[config.mk]
export PLATFORM = sky130hd
export DESIGN_NAME = shelf_rect_packer
export DESIGN_NICKNAME = d
export VERILOG_FILES = /design/src/rtl/srp_pkg.sv /design/src/rtl/srp_ctrl.sv /design/src/rtl/srp_dpath.sv /design/src/rtl/shelf_rect_packer.sv
export SDC_FILE = /design/constraint.sdc
export NUM_CORES = 1
export LEC_CHECK = 0
export ABC_CLOCK_PERIOD_IN_PS = 9350
export BUFFER_PORTS_ARGS = -buffer_cell sky130_fd_sc_hd__buf_4
export CAP_MARGIN = 20
export CORE_UTILIZATION = 31
export CTS_CLUSTER_DIAMETER = 80
export CTS_CLUSTER_SIZE = 12
export DETAILED_ROUTE_END_ITERATION = 16
export PLACE_DENSITY = 0.54
export SYNTH_ARGS = -nofsm -noshare
export SYNTH_HDL_FRONTEND = slang
export SYNTH_SLANG_ARGS = --single-unit
[constraint.sdc]
create_clock -name clk -period 9.35 [get_ports clk]
set_input_delay 0.935 -clock clk [delete_from_list [all_inputs] [get_ports clk]]
set_output_delay 0.935 -clock clk [all_outputs]
set_load 0.02 [all_outputs]
[src/rtl/srp_pkg.sv]
// ----------------------------------------------------------------------------
// srp_pkg
// Shared types and constants for the shelf rectangle packer.
// ----------------------------------------------------------------------------
package srp_pkg;

	localparam int RECT_W     = 12;
	localparam int PAD_W      = 4;
	localparam int POS_W      = 10;
	localparam int PAGE_OUT_W = 2;
	localparam int S_TDATA_W  = 24;
	localparam int M_TDATA_W  = 24;

	localparam logic [PAD_W-1:0] PAD_RST = 4'd1;

	typedef struct packed {
		logic load;
		logic shelf;
		logic fit;
		logic fail;
		logic push;
	} srp_cmd_t;

	typedef struct packed {
		logic reject;
		logic fit_ok;
	} srp_status_t;

endpackage

[src/rtl/srp_ctrl.sv]
// ----------------------------------------------------------------------------
// srp_ctrl
// Scan sequencer: walks open pages, opens new pages, hands off results.
// ----------------------------------------------------------------------------
module srp_ctrl #(
	parameter int MAX_PAGES = 4,
	parameter int PW        = 2,
	parameter int OW        = 3
) (
	input  logic                 clk,
	input  logic                 arst_n,
	input  logic                 s_tvalid,
	output logic                 s_tready,
	output logic                 m_tvalid,
	input  logic                 m_tready,
	output srp_pkg::srp_cmd_t    cmd,
	input  srp_pkg::srp_status_t status,
	output logic [PW-1:0]        page_idx
);
	import srp_pkg::*;

	localparam logic [1:0] ST_IDLE  = 2'd0;
	localparam logic [1:0] ST_SHELF = 2'd1;
	localparam logic [1:0] ST_FIT   = 2'd2;
	localparam logic [1:0] ST_DONE  = 2'd3;

	logic [1:0]    state_q, state_d;
	logic [PW-1:0] page_q, page_d;
	logic          attempt_q, attempt_d;
	logic [OW-1:0] open_q, open_d;
	logic          out_valid_q, out_valid_d;
	logic [OW-1:0] page_nx;
	logic          more, can_open, advance;

	assign page_nx  = OW'(page_q) + OW'(1);
	assign more     = page_nx < open_q;
	assign can_open = open_q < OW'(MAX_PAGES);

	always_comb begin
		state_d     = state_q;
		page_d      = page_q;
		attempt_d   = attempt_q;
		open_d      = open_q;
		out_valid_d = out_valid_q;
		cmd         = '0;
		advance     = 1'b0;
		if (out_valid_q && m_tready) begin
			out_valid_d = 1'b0;
		end
		unique case (state_q)
			ST_IDLE: begin
				if (s_tvalid) begin
					cmd.load  = 1'b1;
					page_d    = '0;
					attempt_d = 1'b0;
					state_d   = ST_SHELF;
				end
			end
			ST_SHELF: begin
				cmd.shelf = 1'b1;
				if (status.reject) begin
					advance = 1'b1;
				end else begin
					state_d = ST_FIT;
				end
			end
			ST_FIT: begin
				cmd.fit = 1'b1;
				if (status.fit_ok) begin
					state_d = ST_DONE;
				end else begin
					advance = 1'b1;
				end
			end
			ST_DONE: begin
				if (!out_valid_q || m_tready) begin
					cmd.push    = 1'b1;
					out_valid_d = 1'b1;
					state_d     = ST_IDLE;
				end
			end
			default: state_d = ST_IDLE;
		endcase
		if (advance) begin
			if (more) begin
				page_d  = page_nx[PW-1:0];
				state_d = ST_SHELF;
			end else begin
				if (can_open) begin
					open_d = open_q + OW'(1);
				end
				if (!attempt_q && can_open) begin
					attempt_d = 1'b1;
					page_d    = '0;
					state_d   = ST_SHELF;
				end else begin
					cmd.fail = 1'b1;
					state_d  = ST_DONE;
				end
			end
		end
	end

	always_ff @(posedge clk or negedge arst_n) begin
		if (!arst_n) begin
			state_q     <= ST_IDLE;
			page_q      <= '0;
			attempt_q   <= 1'b0;
			open_q      <= OW'(1);
			out_valid_q <= 1'b0;
		end else begin
			state_q     <= state_d;
			page_q      <= page_d;
			attempt_q   <= attempt_d;
			open_q      <= open_d;
			out_valid_q <= out_valid_d;
		end
	end

	assign s_tready = (state_q == ST_IDLE);
	assign m_tvalid = out_valid_q;
	assign page_idx = page_q;

endmodule

[src/rtl/srp_dpath.sv]
// ----------------------------------------------------------------------------
// srp_dpath
// Per-page shelf cursors, padding register, shelf/fit checks, result regs.
// ----------------------------------------------------------------------------
module srp_dpath #(
	parameter int PAGE_SIZE = 1024,
	parameter int MAX_PAGES = 4,
	parameter int PW        = 2,
	parameter int CW        = 11,
	parameter int SW        = 14
) (
	input  logic                            clk,
	input  logic                            arst_n,
	input  logic                            cfg_wr_en,
	input  logic [srp_pkg::PAD_W-1:0]       cfg_wr_data,
	input  logic [srp_pkg::S_TDATA_W-1:0]   s_tdata,
	output logic [srp_pkg::M_TDATA_W-1:0]   m_tdata,
	input  srp_pkg::srp_cmd_t               cmd,
	output srp_pkg::srp_status_t            status,
	input  logic [PW-1:0]                   page_idx
);
	import srp_pkg::*;

	localparam logic [SW-1:0] PS = SW'(PAGE_SIZE);

	logic [PAD_W-1:0]  pad_q;
	logic [RECT_W-1:0] h_q;
	logic [SW-1:0]     wp_q, hp_q;
	logic [CW-1:0]     x_q    [MAX_PAGES];
	logic [CW-1:0]     y_q    [MAX_PAGES];
	logic [CW-1:0]     tall_q [MAX_PAGES];
	logic [M_TDATA_W-1:0] res_q, out_q;

	logic [CW-1:0] x_cur, y_cur, tall_cur;
	logic [SW-1:0] sum_x, sum_y, sum_ny, x_new;
	logic [CW-1:0] ny_sat;
	logic          overrun, wide, fit_ok;
	logic [PW+PAGE_OUT_W-1:0] page_ext;
	logic [CW+POS_W-1:0]      px_ext, py_ext;

	assign x_cur    = x_q[page_idx];
	assign y_cur    = y_q[page_idx];
	assign tall_cur = tall_q[page_idx];

	assign sum_x   = SW'(x_cur) + wp_q;
	assign overrun = sum_x > PS;
	assign wide    = wp_q > PS;
	assign sum_ny  = SW'(y_cur) + SW'(tall_cur) + SW'(pad_q);
	assign ny_sat  = (sum_ny > PS) ? CW'(PAGE_SIZE) : sum_ny[CW-1:0];
	assign sum_y   = SW'(y_cur) + hp_q;
	assign fit_ok  = sum_y <= PS;
	assign x_new   = sum_x;

	assign status.reject = overrun && wide;
	assign status.fit_ok = fit_ok;

	assign page_ext = {{PAGE_OUT_W{1'b0}}, page_idx};
	assign px_ext   = {{POS_W{1'b0}}, x_cur};
	assign py_ext   = {{POS_W{1'b0}}, y_cur};

	always_ff @(posedge clk or negedge arst_n) begin
		if (!arst_n) begin
			pad_q <= PAD_RST;
			for (int i = 0; i < MAX_PAGES; i++) begin
				x_q[i]    <= '0;
				y_q[i]    <= '0;
				tall_q[i] <= '0;
			end
		end else begin
			if (cfg_wr_en) begin
				pad_q <= cfg_wr_data;
			end
			if (cmd.shelf && overrun) begin
				y_q[page_idx]    <= ny_sat;
				x_q[page_idx]    <= '0;
				tall_q[page_idx] <= '0;
			end
			if (cmd.fit && fit_ok) begin
				x_q[page_idx] <= x_new[CW-1:0];
				if (SW'(h_q) > SW'(tall_cur)) begin
					tall_q[page_idx] <= h_q[CW-1:0];
				end
			end
		end
	end

	always_ff @(posedge clk) begin
		if (cmd.load) begin
			h_q  <= s_tdata[2*RECT_W-1:RECT_W];
			wp_q <= SW'(s_tdata[RECT_W-1:0]) + SW'(pad_q);
			hp_q <= SW'(s_tdata[2*RECT_W-1:RECT_W]) + SW'(pad_q);
		end
		if (cmd.fit && fit_ok) begin
			res_q <= {1'b0, py_ext[POS_W-1:0], px_ext[POS_W-1:0],
				page_ext[PAGE_OUT_W-1:0], 1'b1};
		end else if (cmd.fail) begin
			res_q <= '0;
		end
		if (cmd.push) begin
			out_q <= res_q;
		end
	end

	assign m_tdata = out_q;

endmodule

[src/rtl/shelf_rect_packer.sv]
// ----------------------------------------------------------------------------
// shelf_rect_packer
// Places rectangles into a multi-page atlas with a shelf scheme.
// ----------------------------------------------------------------------------
// Input stream s_*: one transaction per rectangle request. Output stream m_*:
// one transaction per request, with placed = 0 and zero coordinates when the
// atlas is full or the rectangle is wider than a page. cfg_wr_en/cfg_wr_data
// write the padding register; write it only while no request is in flight.
// Sequence: the request is captured, then each page tried gets a new shelf
// check and then a height fit (only the shelf check when the rectangle is wider
// than a page), then the result is handed off. The worst case is two scans
// covering 2*MAX_PAGES-1 page checks. One request is worked on at a time.
// s_tready is high only while the sequencer is idle. The result sits in an
// output register, so the next request is taken while a result waits; if the
// receiver still stalls when the next result is ready, the sequencer holds it.
// Reset: one page open, all shelf cursors zero, padding 1, no output pending.
// ----------------------------------------------------------------------------
module shelf_rect_packer #(
	parameter int PAGE_SIZE = 1024,
	parameter int MAX_PAGES = 4
) (
	input  logic                           clk,
	input  logic                           arst_n,
	input  logic                           cfg_wr_en,
	input  logic [srp_pkg::PAD_W-1:0]      cfg_wr_data,
	input  logic                           s_tvalid,
	output logic                           s_tready,
	input  logic [srp_pkg::S_TDATA_W-1:0]  s_tdata,   // rect_width, rect_height
	output logic                           m_tvalid,
	input  logic                           m_tready,
	output logic [srp_pkg::M_TDATA_W-1:0]  m_tdata    // placed, page, pos_x, pos_y
);
	import srp_pkg::*;

	localparam int PW = (MAX_PAGES > 1) ? $clog2(MAX_PAGES) : 1;
	localparam int OW = $clog2(MAX_PAGES + 1);
	localparam int CW = $clog2(PAGE_SIZE + 1);
	localparam int SW = ((CW > RECT_W) ? CW : RECT_W) + 2;

	srp_cmd_t      cmd;
	srp_status_t   status;
	logic [PW-1:0] page_idx;

	srp_ctrl #(
		.MAX_PAGES (MAX_PAGES),
		.PW        (PW),
		.OW        (OW)
	) u_ctrl (
		.clk      (clk),
		.arst_n   (arst_n),
		.s_tvalid (s_tvalid),
		.s_tready (s_tready),
		.m_tvalid (m_tvalid),
		.m_tready (m_tready),
		.cmd      (cmd),
		.status   (status),
		.page_idx (page_idx)
	);

	srp_dpath #(
		.PAGE_SIZE (PAGE_SIZE),
		.MAX_PAGES (MAX_PAGES),
		.PW        (PW),
		.CW        (CW),
		.SW        (SW)
	) u_dpath (
		.clk         (clk),
		.arst_n      (arst_n),
		.cfg_wr_en   (cfg_wr_en),
		.cfg_wr_data (cfg_wr_data),
		.s_tdata     (s_tdata),
		.m_tdata     (m_tdata),
		.cmd         (cmd),
		.status      (status),
		.page_idx    (page_idx)
	);

endmodule
== Yosys cells after proc, flatten, opt, wreduce, memory -nomap -nowiden ==
Cells that the tools add are included.

* Register bits: 231
* Input bits: 33
* Output and inout bits: 26
* Logic and storage cells: 121

* Add/sub/neg operators: 8
* Magnitude comparators: 9
* Equal/unequal tests: 7
* Multiplexer cells: 55
* Bitwise gates (word level): 5
* Reductions and logical operators: 13

{| class="wikitable"
|+ Operators with widths
! kind !! count
|-
| $mux 44 || 5
|-
| $bwmux 44 || 3
|-
| $and 44x44->44 || 2
|-
| $mux 11 || 8
|-
| $bmux 11 s2 || 3
|-
| $mux 23 || 2
|-
| $not 44->44 || 1
|-
| $gt 14x11->1 const B || 3
|-
| $add 11x14->14 || 2
|-
| $add 12x4->13 || 2
|-
| $mux 2 || 12
|-
| $demux 11 s2 || 1
|-
| $mux 1 || 19
|-
| $add 14x4->14 || 1
|-
| $le 14x11->1 const B || 1
|-
| $add 11x11->12 || 1
|-
| $gt 12x11->1 || 1
|-
| $pmux 2 s4 || 1
|-
| $logic_and 1x1->1 || 6
|-
| $ne 3x1->1 const B || 2
|-
| $ne 3x2->1 const B || 2
|-
| $eq 2x2->1 const B || 2
|-
| $reduce_and 4->1 || 1
|-
| $add 2x1->3 const B || 1
|-
| other kinds (14) || 15
|}

== Logic depth before layout (Yosys ltp) ==
Gate-level depths: netlist of run 1.

* Depth in word-level cells: 12
* Gate-level depth with buffers: 19

== Modules after synthesis ==
A second synthesis of run 1 with hierarchy kept.

* Cells, all modules: 1041
* Area total of the unflattened synthesis: 12752.2 µm²

{| class="wikitable"
|+ Modules (own cells, without submodules)
! module !! instances !! cells each !! area each (µm²) !! sequential area each (µm²)
|-
| srp_dpath || 1 || 986 || 12149.2 || 5916.9
|-
| srp_ctrl || 1 || 55 || 603.1 || 226.5
|}

== Least setup slack after synthesis of run 1 ==
Ideal clock, no wire load.

* Path kind: flip-flop to flip-flop
* From: reg u_ctrl.page_q[0], in the netlist u_ctrl.page_idx[0]
* To: reg u_dpath.res_q[10] (enable)
* Setup time: 432 ps
* Arrival: 5377 ps
* Required time: 8918 ps
* Path slack: 3541 ps
* Stages on the path, launching flop included: 14
* Period minus slack after synthesis: 5809 ps
* Cells stage by stage: dfrtp_1 -> clkbuf_1 -> buf_1 -> mux4_2 -> ha_1 -> clkbuf_1 -> and3_1 -> a221oi_2 -> o211ai_1 -> and2_1 -> o41ai_1 -> nand2_1 -> clkbuf_1 -> o21ai_0

* Word-level cells in the longest chain between the ends: 11
* Elaborated cells on any way between the ends: 21
* Those cells by class: add/sub (3); order compare (3); mux (11); bitwise (1); reduce/logical (3)

{| class="wikitable"
|+ Ends and longest elaborated chain
! item !! line !! source
|-
| start, declared || srp_ctrl.sv:28 || <nowiki>logic [PW-1:0] page_q, page_d;</nowiki>
|-
| start signal, assigned || srp_ctrl.sv:113 || <nowiki>page_q <= page_d;</nowiki>
|-
| $not 2->3 (implied by the code) || srp_dpath.sv:41, srp_dpath.sv:42 ||
|-
| $bmux 11 s2 || srp_dpath.sv:41 || <nowiki>assign x_cur = x_q[page_idx];</nowiki>
|-
| $mux 11 (implied by the code) (2 in a row) || srp_dpath.sv:41 ||
|-
| $add 11x14->14 || srp_dpath.sv:45 || <nowiki>assign sum_x = SW'(x_cur) + wp_q;</nowiki>
|-
| $gt 14x11->1 || srp_dpath.sv:46 || <nowiki>assign overrun = sum_x > PS;</nowiki>
|-
| $logic_and 1x1->1 || srp_dpath.sv:54 || <nowiki>assign status.reject = overrun && wide;</nowiki>
|-
| $mux 1 || srp_ctrl.sv:61 || <nowiki>if (status.reject) begin</nowiki>
|-
| $pmux 1 s2 || srp_ctrl.sv:50 || <nowiki>unique case (state_q)</nowiki>
|-
| $mux 1 || srp_ctrl.sv:84 || <nowiki>if (advance) begin</nowiki>
|-
| $reduce_bool 2->1 (no source line) * || -- ||
|-
| end signal, assigned || srp_dpath.sv:94 || <nowiki>res_q <= {1'b0, py_ext[POS_W-1:0], px_ext[POS_W-1:0],</nowiki>
|-
| end, declared || srp_dpath.sv:32 || <nowiki>logic [M_TDATA_W-1:0] res_q, out_q;</nowiki>
|}

Every way passes the cells marked *; elsewhere a longest branch is shown, timed or not. The select of a mux whose other input is x is not followed.
A chain may end at the register's enable or synchronous reset.

== Worst setup path after layout of run 1 ==
* From: reg u_ctrl.page_q[0], in the netlist u_ctrl.page_idx[0]
* To: reg u_dpath.tall_q[0] (netlist bit)

* Word-level cells in the longest chain between the ends: 11
* Elaborated cells on any way between the ends: 28
* Those cells by class: add/sub (2); order compare (5); mux (15); bitwise (3); reduce/logical (3)

{| class="wikitable"
|+ Ends and longest elaborated chain
! item !! line !! source
|-
| $not 2->3 (implied by the code) * || -- ||
|-
| $bmux 11 s2, or another cell as far along || srp_dpath.sv:41 ||
|-
| $mux 11 (implied by the code) or $logic_and 1x1->1 (tied branches) || srp_dpath.sv:41, srp_dpath.sv:76, srp_dpath.sv:81 ||
|-
| $mux 11, on equally long branches || srp_dpath.sv:41, srp_dpath.sv:76, srp_dpath.sv:81 ||
|-
| $add 11x14->14 or $demux 11 s2 (tied branches) || srp_dpath.sv:45, srp_dpath.sv:76, srp_dpath.sv:81 ||
|-
| $gt 14x11->1 or $not 44->44 (tied branches) || -- ||
|-
| $logic_and 1x1->1 or $and 44x44->44 (tied branches) || -- ||
|-
| $mux 44 || srp_dpath.sv:73 || <nowiki>if (cmd.shelf && overrun) begin</nowiki>
|-
| $bwmux 44 || srp_dpath.sv:81 || <nowiki>tall_q[page_idx] <= h_q[CW-1:0];</nowiki>
|-
| $mux 44 || srp_dpath.sv:80 || <nowiki>if (SW'(h_q) > SW'(tall_cur)) begin</nowiki>
|-
| $mux 44 * || srp_dpath.sv:78 || <nowiki>if (cmd.fit && fit_ok) begin</nowiki>
|-
| end signal, assigned by index || srp_dpath.sv:81 ||
|-
| end, declared || srp_dpath.sv:31 || <nowiki>logic [CW-1:0] tall_q [MAX_PAGES];</nowiki>
|}

Marked as above.

==> results.sh, run 1 <==
export IMPL_status="finished clean"
export IMPL_cts_num_sinks=229
export IMPL_dpl_instance_area_um2=13200
export IMPL_initial_core_util_pct=31.6
export IMPL_die_h_um=201
export IMPL_routedWlPerCell_um=18.6
export IMPL_numCtsBuffers=23
export IMPL_synth_area_leaders="dfrtp_1, edfxtp_1, ha_1, mux4_2, a22o_1"
export IMPL_drt_iter0_markers=722
export IMPL_power_mw=4.19
export IMPL_seq_area_um2=6140
export IMPL_fin_cells=1623
export IMPL_min_period_ns=5.68
export IMPL_critPathKind="reg -> reg"
export IMPL_netlist_instances=1051
export IMPL_hp_class="reg -> reg"
export IMPL_gp_congestion=0.841
export IMPL_fill_cells=3846
export IMPL_synth_top_area_share_pct=29.1
export IMPL_wl_mm=30.2
export IMPL_cts_tree="done"
export IMPL_seq_area_frac_synth_pct=49.9
export IMPL_p_leak_nw=5.81
export IMPL_required_ns=9.75
export IMPL_grt_pass1_vias=8324
export IMPL_period_share_pct=60.8
export IMPL_ys_flop_type="dfrtp_1"
export IMPL_antenna_found_initial=0
export IMPL_yosysMostFrequentCell="dfrtp_1"
export IMPL_tns_ns=0
export IMPL_core_um2=38900
export IMPL_hold_viol=0
export IMPL_cts_resized=0
export IMPL_slew_violations=0
export IMPL_postCtsSetupBuffers=0
export IMPL_clockBufferDepth=3
export IMPL_grt_use_total_pct=14.8
export IMPL_yosysWarnings=0
export IMPL_synth_enable_flop_cells=83
export IMPL_worstMarginPinSlew_ns=0.867
export IMPL_die_area_um2=40500
export IMPL_p_per_area_nw_per_um2=301
export IMPL_cap_violations=0
export IMPL_cp_arrival_ns=6.08
export IMPL_fin_skew_ns=0.0211
export IMPL_io_buffers=57
export IMPL_slew_headroom_pct=42.2
export IMPL_postCtsHoldBufs=0
export IMPL_clock_root_buffer="clkbuf_16"
export IMPL_critPathMaxFanout=42
export IMPL_syn_to_final_growth_pct=13.0
export IMPL_synth_ff_latch_count=229
export IMPL_n_antenna_cell=0
export IMPL_drive_gt1_share_pct=15.5
export IMPL_via_per_inst=5.24
export IMPL_multi_input_area_um2=5690
export IMPL_startpoint_type="flip-flop"
export IMPL_rsz0062_at_grt="no"
export IMPL_dp_hpwl_mm=21.9
export IMPL_drc=0
export IMPL_first_pass_iters=6
export IMPL_rows=72
export IMPL_insertion_delay_ns=0.52
export IMPL_htree_num_levels=1
export IMPL_clkSlewWorstSetupHoldPaths_ns=0.07
export IMPL_stdcell_area_um2=13900
export IMPL_dp_slack_ns=3.62
export IMPL_dp_cells=1582
export IMPL_io_pins=59
export IMPL_vias=8501
export IMPL_netlist_top_cells_count="dfrtp_1, edfxtp_1, ha_1"
export IMPL_final_nets=1195
export IMPL_syn_nets=1157
export IMPL_dieWidth_um=201
export IMPL_post_route_util_pct=35.7
export IMPL_whs_ns=0.417
export IMPL_ant_nets=0
export IMPL_yosysTopAreaCell="dfrtp_1"
export IMPL_setup_viol=0
export IMPL_irDropWorstVdd_uv=132
export IMPL_synth_cell_types=82
export IMPL_grt_pass1_wl_mm=47.7
export IMPL_overflow=0
export IMPL_fin_ws_ns=3.67
export IMPL_worst_setup_path_end_kind="flip-flop"
export IMPL_syn_cell_area_um2=12300
export IMPL_grt_max_degree=93
export IMPL_synth_async_reset_ratio_pct=63.3
export IMPL_max_freq_ghz=0.176
export IMPL_avgSynthCellArea_um2=11.7
## metal layers
layer,share of wire (%),wire (um),track usage [%],vias to the layer above
li1,-,-,-,4024
met2,43,13100,22.1,211
met5,0,0,0,-
met3,5.5,1650,2.12,37
met4,2.0,592,3.38,0
met1,49,14900,22.4,4229
## layout make-up
type / instances / area share, %
timing repair buffer: 67 / 3.70
sequential: 229 / 44.2
inverter: 62 / 1.67
tap: 518 / 4.66
clock inverter: 2 / 0.279
clock buffer: 39 / 4.57
multi-input combinational: 706 / 40.9
## logic make-up (layout without fill, tap and decap cells)
family                     after synthesis  after routing  share of synthesized area [%]
and+or+nand+nor                        275            275                           11.6
AOI/OAI and AO/OA                      262            262                           15.9
DFF                                    229            229                           49.9
buffers and inverters                  116            170                           3.85
adders and majority gates               73             73                           7.79
muxes                                   56             56                           8.13
xor gates and xnor gates                39             39                           2.78
other                                    1              1                         0.0305
## registers in the layout (all words and copies together), names as in the netlist, named ones only
register / cells
u_dpath.y_q: 44
u_dpath.tall_q: 33
u_dpath.x_q: 33
u_dpath.m_tdata: 23
u_dpath.res_q: 23
u_dpath.hp_q: 13
u_dpath.wp_q: 13
u_dpath.h_q: 12
u_dpath.pad_q: 4
u_ctrl.open_q: 3
u_ctrl.page_idx: 2
u_ctrl.state_q: 2
u_ctrl.attempt_q: 1
u_ctrl.m_tvalid: 1
## power by group
part	internal, mW	leakage, nW	total, mW	switching [mW]
logic	0.732	2.74	1.84	1.11
clock network	0.489	0.321	0.869	0.380
registers	1.33	2.75	1.48	0.145
total	2.55	5.81	4.19	1.63
## cell usage in the layout, fill, tap and decap left out, types with 6 or more instances in the layout
cell and instances:
o31ai_1 8, clkbuf_1 16, a21o_1 19, ha_1 67, a21oi_1 28, xor2_1 11, o21ai_0 62, mux2_2 21
o2bb2ai_1 6, nand3_1 53, nor2b_1 11, and3_1 6, nor3b_1 8, or2_2 7, nand4_1 10, nor2_1 55
and2_1 26, nor4_1 6, buf_4 65, nor3_1 16, nand2b_1 11, clkbuf_16 23, fa_1 6, o211ai_1 9
a32o_1 13, inv_1 61, mux4_2 33, a211oi_1 7, xnor2_1 28, nand2_1 47, dfrtp_1 142, edfxtp_1 83
a22o_1 60
## worst paths after layout
path | slack (ns) | startpoint | depth (start not counted) | end
max | 3.67 | u_ctrl.page_idx[0]$_DFF_PN0_ | 13 | u_dpath.tall_q[0]$_DFF_PN0_
min | 0.42 | u_dpath.res_q[14]$_DFFE_PP_ | 0 | u_dpath.m_tdata[14]$_DFFE_PP_
max reg2reg | 3.67 | u_ctrl.page_idx[0]$_DFF_PN0_ | 13 | u_dpath.tall_q[0]$_DFF_PN0_
min reg2reg | 0.42 | u_dpath.res_q[14]$_DFFE_PP_ | 0 | u_dpath.m_tdata[14]$_DFFE_PP_
max in group asynchronous | 7.57 | arst_n | 2 | u_dpath.y_q[26]$_DFFE_PN0P_
min in group asynchronous | 0.47 | arst_n | 1 | u_ctrl.m_tvalid$_DFF_PN0_
## critical path: stages, from the launching register on
cell and delay (ns):
dfrtp_2 0.44, buf_4 0.58, mux4_2 0.63, ha_1 0.24, fa_1 0.42, a21o_1 0.21, a221oi_2 0.36, o211ai_1 0.14
and2_1 0.18, o41ai_1 0.37, and3_2 0.78, and3_1 0.59, nor2b_1 0.31, a22o_1 0.25
(Power assumes the default switching activity.)
==> run 2: changes to the inputs <==
--- a/config.mk
+++ b/config.mk
@@ -5,7 +5,8 @@
 export SDC_FILE = /design/constraint.sdc
 export NUM_CORES = 1
 export LEC_CHECK = 0
-export ABC_CLOCK_PERIOD_IN_PS = 9350
+export ABC_AREA = 1
+export ABC_CLOCK_PERIOD_IN_PS = 5600
 export BUFFER_PORTS_ARGS = -buffer_cell sky130_fd_sc_hd__buf_4
 export CAP_MARGIN = 20
 export CORE_UTILIZATION = 31
==> constraint.sdc (replaced) <==
create_clock -name clk -period 5.6 [get_ports clk]
set_input_delay 0.56 -clock clk [delete_from_list [all_inputs] [get_ports clk]]
set_output_delay 0.56 -clock clk [all_outputs]
set_load 0.02 [all_outputs]
==> run 2 against run 1 <==
Core utilization decreased by 0.36 points; non-clock buffer count up 8; hold slack got worse by 0.28 ns; register-to-register slack got worse by 2.9 ns; power grew 110%; synthesized cell count up 43%; final cell count is 29% higher; clock power is 65% higher; flip-flop and latch count unchanged; critical path depth rose by 10; largest power group unchanged; highest routed layer unchanged.
==> results.sh, run 2 <==
export IMPL_dpl_instance_area_um2=13700
export IMPL_power_frac_seq_pct=29.7
export IMPL_syn_to_final_growth_pct=12.7
export IMPL_vias=10300
export IMPL_ant_nets=0
export IMPL_r2r_start="u_ctrl.page_idx[0]$_DFF_PN0_"
export IMPL_synth_compound_area_share_pct=9.90
export IMPL_switchingPower_mw=4.20
export IMPL_overflow=0
export IMPL_slew_violations=0
export IMPL_synth_top_family_by_area="simple AND/OR/NAND/NOR gates"
export IMPL_min_period_ns=4.87
export IMPL_worst_r2r_path_depth=23
export IMPL_synth_area_leaders="dfrtp_1, edfxtp_1, nand2_1, ha_1, nand3_1"
export IMPL_final_cell_mix="nand2_1, inv_1, dfrtp_1"
export IMPL_worstReg2RegEnd="u_dpath.y_q[43]$_DFFE_PN0P_"
export IMPL_final_common_cell="nand2_1"
export IMPL_synthSimpleGateAreaFrac_pct=25.0
export IMPL_synth_async_reset_ratio_pct=63.3
export IMPL_drt_iter0_markers=804
export IMPL_irDropWorstVdd_uv=309
export IMPL_max_freq_ghz=0.205
export IMPL_rsz0062_at_grt="no"
export IMPL_cp_arrival_ns=5.30
export IMPL_n_antenna_cell=0
export IMPL_gp_congestion=0.875
export IMPL_slew_headroom_pct=39.6
export IMPL_clock_root_buffer="clkbuf_16"
export IMPL_startpoint_type="flip-flop"
export IMPL_p_int_mw=4.63
export IMPL_whs_ns=0.137
export IMPL_grt_use_total_pct=16.5
export IMPL_netlist_instances=1502
export IMPL_htree_num_levels=1
export IMPL_cts_tree="done"
export IMPL_critPathMaxFanout=34
export IMPL_grt_pass1_vias=10000
export IMPL_synthXorXnorAreaFrac_pct=2.37
export IMPL_synth_cell_types=55
export IMPL_drive_gt1_share_pct=9.60
export IMPL_rows=74
export IMPL_p_leak_nw=6.89
export IMPL_worstMarginPinSlew_ns=0.899
export IMPL_core_um2=40700
export IMPL_yosysWarnings=0
export IMPL_initial_core_util_pct=31.4
export IMPL_via_per_inst=4.94
export IMPL_stdcell_area_um2=14400
export IMPL_yosysTopAreaCell="dfrtp_1"
export IMPL_antenna_found_initial=0
export IMPL_postCtsSetupBuffers=0
export IMPL_netlist_top_cells_count="nand2_1, inv_1, dfrtp_1"
export IMPL_seq_area_frac_synth_pct=48.0
export IMPL_yosysMostFrequentCell="nand2_1"
export IMPL_dp_hpwl_mm=23.6
export IMPL_synth_mux_area_share_pct=0.264
export IMPL_grt_max_degree=94
export IMPL_cts_resized=0
export IMPL_synth_enable_flop_cells=83
export IMPL_combPwrFrac_pct=54.1
export IMPL_worst_setup_path_end_kind="flip-flop"
export IMPL_routedWlPerCell_um=16.0
export IMPL_hold_viol=0
export IMPL_cap_violations=0
export IMPL_io_buffers=57
export IMPL_syn_cell_area_um2=12800
export IMPL_tns_ns=0
export IMPL_die_h_um=205
export IMPL_fin_skew_ns=0.0360
export IMPL_setup_viol=0
export IMPL_switching_share_pct=47.6
export IMPL_ys_flop_type="dfrtp_1"
export IMPL_wl_mm=33.4
export IMPL_synth_top_area_share_pct=28.0
export IMPL_first_pass_iters=5
export IMPL_clkSlewWorstSetupHoldPaths_ns=0.07
export IMPL_cts_num_sinks=229
export IMPL_largest_reg_flops=44
export IMPL_required_ns=6.03
export IMPL_insertion_delay_ns=0.54
export IMPL_syn_nets=1608
export IMPL_p_per_area_nw_per_um2=612
export IMPL_synth_ff_latch_count=229
export IMPL_top_regs="u_dpath.y_q: 44 flops, u_dpath.tall_q: 33 flops, u_dpath.x_q: 33 flops"
export IMPL_postCtsHoldBufs=0
export IMPL_period_share_pct=87.0
export IMPL_power_mw=8.82
export IMPL_dieWidth_um=205
export IMPL_avgSynthCellArea_um2=8.51
export IMPL_final_nets=1653
export IMPL_die_area_um2=42100
export IMPL_top_register="u_dpath.y_q"
export IMPL_io_pins=59
export IMPL_grt_pass1_wl_mm=54.9
export IMPL_p_clk_share_pct=16.2
export IMPL_clockBufferDepth=3
export IMPL_hp_class="in -> async"
export IMPL_rrSetupSlack_ns=0.73
export IMPL_status="finished clean"
export IMPL_drc=0
export IMPL_synth_fa_ha_area_share_pct=7.50
export IMPL_fill_cells=4243
export IMPL_critPathKind="reg -> reg"
export IMPL_numCtsBuffers=23
-- run 2: layout make-up --
type,count,area (um^2),area share [%]
clock buffer,37,638,4.43
clock inverter,3,31.3,0.217
inverter,159,604,4.19
multi-input combinational,1059,5760,40.0
sequential,229,6140,42.6
tap,532,666,4.62
timing repair buffer,75,567,3.93
-- run 2: logic make-up after synthesis --
logic type / after synthesis
buffers and inverters: 214
AND/OR/NAND/NOR: 726
multiplexers: 3
AO/OA/AOI/OAI: 224
adder cells (fa/ha/maj): 73
other: 1
XOR/XNOR: 32
flip-flops: 229
-- run 2: worst max-delay path, stage by stage, from the launching register on --
cell	delay [ns]
dfrtp_2	0.64
inv_2	0.51
buf_4	0.38
o21ai_0	0.12
o22ai_1	0.20
ha_1	0.21
inv_1	0.06
fa_1	0.40
xnor2_1	0.14
ha_1	0.35
nand3_1	0.09
nand2_1	0.11
a21oi_1	0.07
nor2_1	0.17
nand2_1	0.11
nor2_2	0.14
nand3_1	0.12
nor2_1	0.11
nand3b_1	0.09
nand2_2	0.08
buf_4	0.33
nand2_1	0.17
nand2_1	0.09
nand2_1	0.05
-- run 2: metrics by stage --
step / util, % / cells / worst slack, ns
finish: 35.4 / 2094 / 0.727
global route: 35.4 / 2094 / 0.260
global placement: 33.7 / 2054 / 0.848
CTS: 35.4 / 2094 / 0.758
detailed placement: 33.7 / 2054 / 0.785
floorplan: - / 1502 / 1.54
-- run 2: how the worst max path moves through the flow --
| stage | from | endpoint | slack [ns] |
|---|---|---|---|
| 3_5_place_dp | u_ctrl.page_idx[0]$_DFF_PN0_ | u_dpath.y_q[43]$_DFFE_PN0P_ | 0.78 |
| 2_1_floorplan | u_ctrl.page_idx[0]$_DFF_PN0_ | u_dpath.res_q[10]$_DFFE_PP_ | 1.54 |
| 6_report | u_ctrl.page_idx[0]$_DFF_PN0_ | u_dpath.y_q[43]$_DFFE_PN0P_ | 0.73 |
| 3_3_place_gp | u_ctrl.page_idx[0]$_DFF_PN0_ | u_dpath.y_q[43]$_DFFE_PN0P_ | 0.85 |
| 5_1_grt | u_ctrl.page_idx[0]$_DFF_PN0_ | u_dpath.y_q[32]$_DFFE_PN0P_ | 0.26 |
| 4_1_cts | u_ctrl.page_idx[0]$_DFF_PN0_ | u_dpath.y_q[43]$_DFFE_PN0P_ | 0.76 |
-- run 2: metal layers --
metal	global-route usage [%]	wire, um	vias up
li1	-	-	5125
met3	1.96	1760	42
met4	4.58	849	0
met2	25.8	14700	260
met1	23.8	16100	4911
met5	0	0	-
-- run 2: power by group through the flow --
stage / clock (mW) / sequential [mW] / combinational (mW)
after global placement: 0 / 2.64 / 4.67
after floorplan: 0 / 2.61 / 3.53
after detailed placement: 0 / 2.64 / 4.75
final: 1.43 / 2.62 / 4.77
after global routing: 1.54 / 2.68 / 5.46
after CTS: 1.48 / 2.62 / 4.77
==> run 3: changes to the inputs <==
--- a/config.mk
+++ b/config.mk
@@ -5,7 +5,7 @@
 export SDC_FILE = /design/constraint.sdc
 export NUM_CORES = 1
 export LEC_CHECK = 0
-export ABC_AREA = 1
+export ABC_AREA = 0
 export ABC_CLOCK_PERIOD_IN_PS = 5600
 export BUFFER_PORTS_ARGS = -buffer_cell sky130_fd_sc_hd__buf_4
 export CAP_MARGIN = 20
==> run 3 against run 2 <==
Count of clock-buffer cells in the layout up 2; register-to-register slack got worse by 0.17 ns; critical endpoint is now u_dpath.y_q[38]$_DFFE_PN0P_; sequential power shrank 5%; final cell count is 22% lower; hold slack worse by 0.046 ns; clock skew decreased by 0.020 ns; critical path type unchanged; final area shrank 2.8%; flip-flop and latch count is the same; die area down 3.7%.
==> results.sh, run 3 (synthesis results as in run 1) <==
export IMPL_status="finished clean"
export IMPL_via_per_inst=5.29
export IMPL_cts_resized=0
export IMPL_hold_viol=0
export IMPL_p_leak_nw=5.87
export IMPL_critPathKind="reg -> reg"
export IMPL_crit_chain="mux4_2 -> ha_1 -> inv_1 -> fa_1 -> inv_1 -> ha_1 -> a211oi_1 -> nor2_1 -> xnor2_1 -> and4_1 -> and3_1 -> a21oi_1 -> o311a_1 -> nor4_1 -> mux2_2"
export IMPL_slowest_stage="dfrtp_2"
export IMPL_gp_congestion=0.865
export IMPL_numCtsBuffers=23
export IMPL_critPathMaxFanout=14
export IMPL_insertion_delay_ns=0.52
export IMPL_grt_pass1_wl_mm=50.1
export IMPL_stdcell_area_um2=14000
export IMPL_dieWidth_um=201
export IMPL_tns_ns=0
export IMPL_vias=8655
export IMPL_final_nets=1209
export IMPL_initial_core_util_pct=31.6
export IMPL_io_buffers=57
export IMPL_drc=0
export IMPL_required_ns=6.04
export IMPL_top_register="u_dpath.y_q"
export IMPL_period_share_pct=90.0
export IMPL_drt_iter0_markers=587
export IMPL_max_stage_delay_ns=0.70
export IMPL_startpoint_type="flip-flop"
export IMPL_largest_reg_flops=44
export IMPL_slew_headroom_pct=43.5
export IMPL_hp_class="in -> async"
export IMPL_wl_mm=31.6
export IMPL_n_antenna_cell=0
export IMPL_first_pass_iters=5
export IMPL_max_freq_ghz=0.198
export IMPL_grt_max_degree=90
export IMPL_rows=72
export IMPL_antenna_found_initial=0
export IMPL_grt_use_total_pct=15.6
export IMPL_dpl_instance_area_um2=13400
export IMPL_syn_to_final_growth_pct=13.8
export IMPL_postCtsHoldBufs=0
export IMPL_routedWlPerCell_um=19.3
export IMPL_min_period_ns=5.04
export IMPL_die_area_um2=40500
export IMPL_final_cell_mix="dfrtp_1, edfxtp_1, buf_4"
export IMPL_fin_ws_ns=0.558
export IMPL_cts_tree="done"
export IMPL_ant_nets=0
export IMPL_setup_viol=0
export IMPL_grt_pass1_vias=8685
export IMPL_htree_num_levels=1
export IMPL_irDropWorstVdd_uv=260
export IMPL_clock_root_buffer="clkbuf_16"
export IMPL_top_regs="u_dpath.y_q: 44 flops, u_dpath.tall_q: 33 flops, u_dpath.x_q: 33 flops"
export IMPL_clockBufferDepth=3
export IMPL_final_common_cell="dfrtp_1"
export IMPL_worst_setup_path_end_kind="flip-flop"
export IMPL_core_um2=38900
export IMPL_clkSlewWorstSetupHoldPaths_ns=0.06
export IMPL_slew_violations=0
export IMPL_overflow=0
export IMPL_cap_violations=0
export IMPL_postCtsSetupBuffers=0
export IMPL_fin_skew_ns=0.0155
export IMPL_dp_hpwl_mm=22.2
export IMPL_io_pins=59
export IMPL_p_per_area_nw_per_um2=503
export IMPL_drive_gt1_share_pct=16.4
export IMPL_worstMarginPinSlew_ns=0.847
export IMPL_rsz0062_at_grt="no"
export IMPL_dp_slack_ns=0.538
export IMPL_cts_num_sinks=229
export IMPL_cp_arrival_ns=5.49
export IMPL_die_h_um=201
[run 3: cell count changes in the layout (fill, tap and decap cells not counted), sizes merged, moves of 38 or more]
cell	previous run	this run
nand2	404	47
inv	160	62
nand3	134	54
nor2	122	55
a22o	0	60
o21ai	112	63
nand4	49	11
[run 3: critical path: cells and delay by family (launching register included)]
kind / cells / cell delay [ns]
and+or+nand+nor: 4 / 1.16
buffers and inverters: 2 / 0.17
AOI/OAI and AO/OA: 3 / 0.73
DFF: 1 / 0.70
muxes: 2 / 0.93
xor gates and xnor gates: 1 / 0.39
adders and majority gates: 3 / 0.89
[run 3: power by group]
group | internal, mW | leakage (nW) | total, mW | switching [mW]
Clock | 0.770 | 0.311 | 1.40 | 0.635
Sequential | 2.22 | 2.75 | 2.48 | 0.256
Combinational | 1.26 | 2.81 | 3.16 | 1.91
Total | 4.25 | 5.87 | 7.04 | 2.80
[run 3: metal layers]
| metal | part of all wire [%] | track usage [%] | vias to the layer above | wire length [um] |
|---|---|---|---|---|
| met5 | 0 | 0 | - | 0 |
| met2 | 44 | 24.3 | 241 | 14000 |
| met3 | 5.7 | 2.06 | 42 | 1790 |
| li1 | - | - | 4042 | - |
| met1 | 48 | 22.8 | 4330 | 15100 |
| met4 | 2.3 | 3.81 | 0 | 719 |
[run 3: per-stage QoR]
| stage | hold WS, ns | power (mW) | util, % | cells |
|---|---|---|---|---|
| CTS | 0.137 | 7.09 | 36.0 | 1637 |
| finish | 0.0911 | 7.04 | 36.0 | 1637 |
| detailed placement | 0.409 | 5.64 | 34.3 | 1596 |
| floorplan | 0.264 | 4.72 | - | 1051 |
| global route | 0.172 | 7.52 | 36.0 | 1637 |
| global placement | 0.403 | 5.59 | 34.3 | 1596 |
[run 3: worst paths after layout]
check	slack, ns	startpoint	endpoint	cells after the start
worst max-delay path	0.56	u_ctrl.page_idx[0]$_DFF_PN0_	u_dpath.y_q[38]$_DFFE_PN0P_	15
worst min-delay path	0.09	arst_n	u_dpath.x_q[9]$_DFF_PN0_	1
worst max register to register	0.56	u_ctrl.page_idx[0]$_DFF_PN0_	u_dpath.y_q[38]$_DFFE_PN0P_	15
worst min register to register	0.42	u_dpath.res_q[22]$_DFFE_PP_	u_dpath.m_tdata[22]$_DFFE_PP_	0
max in group asynchronous	4.18	arst_n	asynchronous set/reset pin	2
min in group clk	0.23	s_tdata[14]	u_dpath.h_q[2]$_DFFE_PP_	1
[run 3: layout make-up]
type | instances | area, um^2
Timing Repair Buffer | 81 | 637
Fill cell | 3834 | 24900
Sequential cell | 229 | 6140
Tap cell | 518 | 648
Clock inverter | 2 | 13.8
Clock buffer | 39 | 636
Inverter | 62 | 233
Multi-Input combinational cell | 706 | 5690
